## config.mk

```make
export PLATFORM = sky130hd
export DESIGN_NAME = lru_key_value_cache_top
export DESIGN_NICKNAME = d
export VERILOG_FILES = /design/src/hdl/lkvc_pkg.sv /design/src/hdl/lkvc_match.sv /design/src/hdl/lru_key_value_cache_top.sv
export SDC_FILE = /design/constraint.sdc
export NUM_CORES = 2
export LEC_CHECK = 0
export ABC_AREA = 1
export BUFFER_PORTS_ARGS = -buffer_cell sky130_fd_sc_hd__buf_2
export CORE_ASPECT_RATIO = 2
export CORE_UTILIZATION = 37
export DETAILED_ROUTE_END_ITERATION = 6
export PLACE_DENSITY = 0.52
export SETUP_SLACK_MARGIN = 0.05
export SLEW_MARGIN = 10
export SYNTH_ARGS = -nofsm -noshare
export SYNTH_HDL_FRONTEND = slang
export SYNTH_SLANG_ARGS = --single-unit
```

## constraint.sdc

```tcl
create_clock -name clock -period 9.6 [get_ports clock]
set_clock_uncertainty 0.05 [all_clocks]
set_input_delay 0.96 -clock clock [delete_from_list [all_inputs] [get_ports clock]]
set_output_delay 0.96 -clock clock [all_outputs]
set_load 0.1 [all_outputs]
```

## src/hdl/lkvc_pkg.sv

```systemverilog
`timescale 1ns / 1ps

package lkvc_pkg;

   // field widths of the request and response
   localparam int KEY_BITS    = 32;
   localparam int VALUE_BITS  = 32;
   localparam int LIMIT_BITS  = 5;
   localparam int OCC_BITS    = 5;
   localparam int COUNT_BITS  = 32;

   // capacity register value after reset
   localparam logic [LIMIT_BITS-1:0] LIMIT_RESET = LIMIT_BITS'(10);

   // request operation codes
   typedef enum logic [1:0] {
      OP_GET      = 2'd0,
      OP_PUT      = 2'd1,
      OP_REMOVE   = 2'd2,
      OP_CONTAINS = 2'd3
   } op_type;

   typedef struct packed {
      op_type                op;
      logic [KEY_BITS-1:0]   lookup_key;
      logic [VALUE_BITS-1:0] write_value;
   } req_type;

   typedef struct packed {
      logic                  found;
      logic [VALUE_BITS-1:0] read_value;
      logic [OCC_BITS-1:0]   occupancy;
      logic [COUNT_BITS-1:0] hit_total;
      logic [COUNT_BITS-1:0] miss_total;
   } rsp_type;

endpackage

```

## src/hdl/lkvc_match.sv

```systemverilog
`timescale 1ns / 1ps

module lkvc_match #(
   parameter int ENTRIES = 16
) (
   input  logic [ENTRIES-1:0]                  entry_valid,
   input  logic [lkvc_pkg::KEY_BITS-1:0]       entry_key [ENTRIES],
   input  logic [lkvc_pkg::VALUE_BITS-1:0]     entry_value [ENTRIES],
   input  logic [lkvc_pkg::KEY_BITS-1:0]       lookup_key,
   output logic [ENTRIES-1:0]                  hit_vec,
   output logic [lkvc_pkg::VALUE_BITS-1:0]     hit_value
);

   // parallel key compare against every valid entry
   always_comb begin
      for (int i = 0; i < ENTRIES; i++) begin
         hit_vec[i] = entry_valid[i] && (entry_key[i] == lookup_key);
      end
   end

   // and-or select of the matching entry's value (at most one match)
   always_comb begin
      hit_value = '0;
      for (int i = 0; i < ENTRIES; i++) begin
         if (hit_vec[i]) begin
            hit_value = hit_value | entry_value[i];
         end
      end
   end

endmodule

```

## src/hdl/lru_key_value_cache_top.sv

```systemverilog
`timescale 1ns / 1ps

// channel   ports                         direction  moves
// request   req_valid/req_ready/req_data  in         op, lookup_key, write_value
// response  rsp_valid/rsp_ready/rsp_data  out        found, read_value, occupancy, totals
// csr       csr_write_enable/_data        in         capacity_limit, no wait
//
// One request per cycle while the response is not stalled: a request is taken
// into the input register, the whole lookup and table update are computed
// combinationally from it, and the response register and table state load
// together when it moves on. A stalled response holds itself and any waiting
// request; an empty input register can still take one more request during the stall.
// Synchronous reset empties the table, zeroes counters and sets capacity to 10.

module lru_key_value_cache_top #(
   parameter int ENTRIES = 16
) (
   input  logic                                clock,
   input  logic                                reset,
   input  logic                                req_valid,
   output logic                                req_ready,
   input  lkvc_pkg::req_type                   req_data,
   output logic                                rsp_valid,
   input  logic                                rsp_ready,
   output lkvc_pkg::rsp_type                   rsp_data,
   input  logic                                csr_write_enable,
   input  logic [lkvc_pkg::LIMIT_BITS-1:0]     csr_write_data
);

   localparam int RANK_W = $clog2(ENTRIES);
   localparam int CNT_W  = $clog2(ENTRIES + 1);

   // pipeline control
   logic                                 req_valid_ff;
   lkvc_pkg::req_type                    req_ff;
   logic                                 rsp_valid_ff;
   lkvc_pkg::rsp_type                    rsp_ff;
   lkvc_pkg::rsp_type                    rsp_in;
   logic                                 advance;
   logic                                 fire;

   // table state
   logic [lkvc_pkg::LIMIT_BITS-1:0]      limit_ff;
   logic [ENTRIES-1:0]                   valid_ff, valid_in;
   logic [RANK_W-1:0]                    rank_ff [ENTRIES];
   logic [RANK_W-1:0]                    rank_in [ENTRIES];
   logic [lkvc_pkg::KEY_BITS-1:0]        key_ff [ENTRIES];
   logic [lkvc_pkg::KEY_BITS-1:0]        key_in [ENTRIES];
   logic [lkvc_pkg::VALUE_BITS-1:0]      value_ff [ENTRIES];
   logic [lkvc_pkg::VALUE_BITS-1:0]      value_in [ENTRIES];
   logic [CNT_W-1:0]                     count_ff, count_in;
   logic [lkvc_pkg::COUNT_BITS-1:0]      hit_ff, hit_in;
   logic [lkvc_pkg::COUNT_BITS-1:0]      miss_ff, miss_in;

   // lookup results
   logic [ENTRIES-1:0]                   hit_vec;
   logic [lkvc_pkg::VALUE_BITS-1:0]      hit_value;
   logic                                 hit;
   logic [RANK_W-1:0]                    hit_rank;
   logic [RANK_W-1:0]                    oldest_rank;
   logic [ENTRIES-1:0]                   oldest_vec;
   logic [31:0]                          cap_eff;
   logic                                 evict;
   logic [ENTRIES-1:0]                   kept_vec;
   logic [ENTRIES-1:0]                   free_vec;
   logic [lkvc_pkg::VALUE_BITS-1:0]      read_value;

   // handshake: both stages move together, the input stage refills freely
   assign advance   = !rsp_valid_ff || rsp_ready;
   assign fire      = req_valid_ff && advance;
   assign req_ready = !req_valid_ff || advance;
   assign rsp_valid = rsp_valid_ff;
   assign rsp_data  = rsp_ff;

   lkvc_match #(
      .ENTRIES(ENTRIES)
   ) u_match (
      .entry_valid (valid_ff),
      .entry_key   (key_ff),
      .entry_value (value_ff),
      .lookup_key  (req_ff.lookup_key),
      .hit_vec     (hit_vec),
      .hit_value   (hit_value)
   );

   assign hit = |hit_vec;

   // rank of the matching entry
   always_comb begin
      hit_rank = '0;
      for (int i = 0; i < ENTRIES; i++) begin
         if (hit_vec[i]) begin
            hit_rank = hit_rank | rank_ff[i];
         end
      end
   end

   // least recent entry holds the rank count - 1
   assign oldest_rank = RANK_W'(count_ff - CNT_W'(1));

   always_comb begin
      for (int i = 0; i < ENTRIES; i++) begin
         oldest_vec[i] = valid_ff[i] && (rank_ff[i] == oldest_rank);
      end
   end

   // effective capacity: zero acts as one, clamped to the table size
   always_comb begin
      priority if (limit_ff == '0) begin
         cap_eff = 32'd1;
      end else if (32'(limit_ff) > 32'(ENTRIES)) begin
         cap_eff = 32'(ENTRIES);
      end else begin
         cap_eff = 32'(limit_ff);
      end
   end

   assign evict    = 32'(count_ff) >= cap_eff;
   assign kept_vec = evict ? (valid_ff & ~oldest_vec) : valid_ff;
   // lowest free slot after any eviction
   assign free_vec = ~kept_vec & (kept_vec + ENTRIES'(1));

   // next table state for the request in the input register
   always_comb begin
      valid_in   = valid_ff;
      rank_in    = rank_ff;
      key_in     = key_ff;
      value_in   = value_ff;
      count_in   = count_ff;
      hit_in     = hit_ff;
      miss_in    = miss_ff;
      read_value = '0;
      unique case (req_ff.op)
         lkvc_pkg::OP_GET: begin
            if (hit) begin
               read_value = hit_value;
               hit_in     = hit_ff + lkvc_pkg::COUNT_BITS'(1);
               // promote: younger entries age by one
               for (int i = 0; i < ENTRIES; i++) begin
                  if (hit_vec[i]) begin
                     rank_in[i] = '0;
                  end else if (valid_ff[i] && rank_ff[i] < hit_rank) begin
                     rank_in[i] = rank_ff[i] + RANK_W'(1);
                  end
               end
            end else begin
               miss_in = miss_ff + lkvc_pkg::COUNT_BITS'(1);
            end
         end
         lkvc_pkg::OP_PUT: begin
            if (hit) begin
               // overwrite and promote
               for (int i = 0; i < ENTRIES; i++) begin
                  if (hit_vec[i]) begin
                     rank_in[i]  = '0;
                     value_in[i] = req_ff.write_value;
                  end else if (valid_ff[i] && rank_ff[i] < hit_rank) begin
                     rank_in[i] = rank_ff[i] + RANK_W'(1);
                  end
               end
            end else begin
               // insert, evicting the least recent entry when full
               for (int i = 0; i < ENTRIES; i++) begin
                  if (free_vec[i]) begin
                     valid_in[i] = 1'b1;
                     rank_in[i]  = '0;
                     key_in[i]   = req_ff.lookup_key;
                     value_in[i] = req_ff.write_value;
                  end else if (kept_vec[i]) begin
                     rank_in[i] = rank_ff[i] + RANK_W'(1);
                  end else begin
                     valid_in[i] = 1'b0;
                  end
               end
               if (!evict) begin
                  count_in = count_ff + CNT_W'(1);
               end
            end
         end
         lkvc_pkg::OP_REMOVE: begin
            if (hit) begin
               // drop: older entries move up by one
               for (int i = 0; i < ENTRIES; i++) begin
                  if (hit_vec[i]) begin
                     valid_in[i] = 1'b0;
                     rank_in[i]  = '0;
                  end else if (valid_ff[i] && rank_ff[i] > hit_rank) begin
                     rank_in[i] = rank_ff[i] - RANK_W'(1);
                  end
               end
               count_in = count_ff - CNT_W'(1);
            end
         end
         lkvc_pkg::OP_CONTAINS: begin
            read_value = '0;
         end
         default: begin
            read_value = '0;
         end
      endcase
   end

   // response fields
   always_comb begin
      rsp_in.found      = hit;
      rsp_in.read_value = read_value;
      rsp_in.occupancy  = lkvc_pkg::OCC_BITS'(count_in);
      rsp_in.hit_total  = hit_in;
      rsp_in.miss_total = miss_in;
   end

   // control state and configuration
   always_ff @(posedge clock) begin
      if (reset) begin
         req_valid_ff <= 1'b0;
         rsp_valid_ff <= 1'b0;
         limit_ff     <= lkvc_pkg::LIMIT_RESET;
         valid_ff     <= '0;
         count_ff     <= '0;
         hit_ff       <= '0;
         miss_ff      <= '0;
         for (int i = 0; i < ENTRIES; i++) begin
            rank_ff[i] <= '0;
         end
      end else begin
         if (req_ready) begin
            req_valid_ff <= req_valid;
         end
         if (fire) begin
            rsp_valid_ff <= 1'b1;
            valid_ff     <= valid_in;
            count_ff     <= count_in;
            hit_ff       <= hit_in;
            miss_ff      <= miss_in;
            rank_ff      <= rank_in;
         end else if (rsp_ready) begin
            rsp_valid_ff <= 1'b0;
         end
         if (csr_write_enable) begin
            limit_ff <= csr_write_data;
         end
      end
   end

   // payload registers
   always_ff @(posedge clock) begin
      if (req_valid && req_ready) begin
         req_ff <= req_data;
      end
      if (fire) begin
         rsp_ff   <= rsp_in;
         key_ff   <= key_in;
         value_ff <= value_in;
      end
   end

endmodule

```

==> flow_summary.json <==
{
  "dieHeight_um": 601.5,
  "arrival_ps": 6880,
  "ys_async_sr_fraction_pct": 0,
  "ant_nets": 0,
  "synth-edff-count": 1192,
  "die_area_sq_mm": 0.1815,
  "cts-hold-fix-buffers": 0,
  "setup_viol": 0,
  "cts_buffer_depth": 4,
  "hold_class": "primary input to flop",
  "globalplace.congestion": 1.008,
  "vias": 53820,
  "final_cell_mix": "nand2_1 (1,928), edfxtp_1 (1,192), inv_1 (772), nor2_1 (742), nand3_1 (347)",
  "total_power_mw": 13.37,
  "switching_power_mw": 3.522,
  "crit_start": "req_ff[53]",
  "relSlewSlack_pct": 8.219,
  "coreArea_sq_mm": 0.1781,
  "grt_pass1_wl_um": 381700,
  "p_per_area_mw_per_mm2": 177.4,
  "drv_slew": 0,
  "initial_core_util_pct": 37.33,
  "post_drt_wl_per_cell_um": 28.20,
  "ys.flop_type": "edfxtp_1",
  "drive_gt1_share_pct": 8.894,
  "placed_area_sq_mm": 0.07090,
  "fp.dieW_um": 301.8,
  "netlist_area_sq_mm": 0.06650,
  "p_leak_nw": 30.32,
  "status": "complete, but fails checks",
  "ff_latch_area_sq_mm": 0.03892,
  "worst_setup_path_start_kind": "flop",
  "failed_checks": "design-rule violations",
  "intPower_mw": 9.845,
  "area_growth_pct": 13.34,
  "grt_util_all_layers_pct": 29.77,
  "overflow": 0,
  "power.share.switching_pct": 26.35,
  "tightest_slew_ps": 1364,
  "cap_violations": 0,
  "irDropWorstVdd_uv": 177.1,
  "synth.distinct_cells": 46,
  "finalWirelength_um": 274200,
  "route.detailed.drc": 31,
  "clockPowerShare_pct": 41.6,
  "portBuffers": 179,
  "fin_cells": 9723,
  "multi_input_area_sq_mm": 0.02397,
  "cts_buffers": 138,
  "row_count": 219,
  "cts_resized": 0,
  "clk_latency_ps": 820,
  "fillers": 17290,
  "period_share_pct": 67.49,
  "post_cts_buffers": 0,
  "fin_util_pct": 42.32,
  "grt_pass1_vias": 53550,
  "drt_iter0_drc": 5085,
  "path_class": "flop to flop",
  "grt_max_degree": 100,
  "layout_commonest_cell": "nand2_1",
  "hpwl_um": 185500,
  "r2r_start": "req_ff[53]",
  "cts_tree": "yes",
  "synth_area_per_cell_sq_um": 9.416,
  "fmax_mhz": 154.3,
  "layout.nets": 7483,
  "cp.required_ps": 10000,
  "cts_root_buf": "clkbuf_16",
  "rsz0062_at_grt": "no",
  "ys_seq_area_share_pct": 58.53,
  "cts_max_level": 4,
  "tns_ps": 0,
  "finalHoldViolations": 0,
  "ys_ff_latch": 1348,
  "holdWs_ps": 276.3,
  "combinationalPowerShare_pct": 9.3,
  "clock-sinks": 1348,
  "finalCriticalPeriod_ps": 6479,
  "yosysWarnings": 0,
  "io_pins": 180,
  "dp_cells": 9478,
  "setup_slack_ps": 3121,
  "antenna_found_initial": 4,
  "via_per_inst": 5.535,
  "postSynthNetCount": 7247,
  "stdcell_area_sq_mm": 0.07537,
  "clk_pin_slew_ps": 70,
  "pre_cts_slack_ps": 3356,
  "crit_fanout": 33,
  "cp-end-kind": "flop",
  "syn_inst": 7062,
  "first_pass_iters": 7,
  "seqPwrFrac_pct": 49.2,
  "holdCritStartpoint": "req_data[6]"
}
cells in the mapped netlist, types with 21 or more instances:
library cell	count	area share (%)
edfxtp_1	1192	54
a21oi_1	257	1.9
o22ai_1	48	0.45
o21ai_0	158	1.2
or2_2	30	0.28
nand3_1	348	2.6
o211ai_1	34	0.38
xnor2_1	124	1.6
nor2_1	772	4.4
ha_1	109	2.1
dfxtp_1	156	4.7
xor2_1	127	1.7
nor3_1	58	0.44
nor4_1	74	0.70
buf_2	93	0.70
nand4_1	238	2.2
inv_1	774	4.4
inv_2	30	0.17
a22o_1	256	3.4
nand2_1	1932	11
nand3b_1	21	0.24
clkbuf_1	123	0.69
worst max-delay path, stage by stage, from the launching register on:
cell	delay (ps)
edfxtp_1	320
buf_4	510
inv_2	550
nand2_1	230
nand2_1	70
nor2_1	120
nand2_1	60
nor2_1	260
nand3_1	180
nor2_4	110
buf_4	280
nor2_1	90
nand2_1	350
nor2_1	170
nand2_4	320
nand3_2	770
o22ai_4	1100
buf_4	450
final cells by class:
| cell class | instances | share of cell area [%] |
|---|---|---|
| flip-flops and latches | 1348 | 51.64 |
| clock buffers | 160 | 4.872 |
| inverters | 812 | 4.061 |
| clock inverters | 80 | 1.034 |
| repair buffers | 330 | 2.726 |
| multi-input cells | 4668 | 31.80 |
| diodes | 5 | 0.01660 |
| well taps | 2320 | 3.851 |
power by group through the flow:
stage	Sequential, mW	Combinational (mW)	Clock (mW)
after floorplan	6.84	0.591	0
final	6.57	1.24	5.56
after CTS	6.57	1.23	5.64
after detailed placement	6.70	1.22	0
after global routing	6.58	1.32	5.80
after global placement	6.70	1.22	0
flip-flops by register name (all words and copies together) (netlist names), 16 cells and up:
name / cells
hit_ff: 32
key_ff: 512
miss_ff: 32
rank_ff: 64
req_ff: 66
rsp_data: 102
valid_ff: 16
value_ff: 512
path summary, 6_finish.rpt:
| kind | to | slack (ps) | depth (start not counted) |
|---|---|---|---|
| max | value_ff[218] | 3120 | 17 |
| max reg2reg | value_ff[218] | 3120 | 17 |
| min | req_ff[6] | 280 | 1 |
| min reg2reg | valid_ff[12] | 420 | 2 |
metal layers:
layer | vias up | GRT usage [%] | wire length [um]
met4 | 0 | 24.11 | 25560
met2 | 2393 | 53.61 | 141100
li1 | 24450 | - | -
met3 | 839 | 3.423 | 14300
met1 | 26130 | 30.76 | 93280
met5 | - | 0 | 0
kinds of logic (layout without fill, tap and decap cells):
kind of cell             after synthesis  count (layout)  synth area share (%)
other                                  0               5                     0
buffers and inverters               1046            1382                 6.136
flip-flops                          1348            1348                 58.53
adder cells (fa/ha/maj)              109             109                 2.051
AND/OR/NAND/NOR                     3512            3512                 22.20
AO/OA/AOI/OAI                        796             796                 7.780
XOR/XNOR                             251             251                 3.306
No activity file was read; power rests on OpenSTA's default activity.
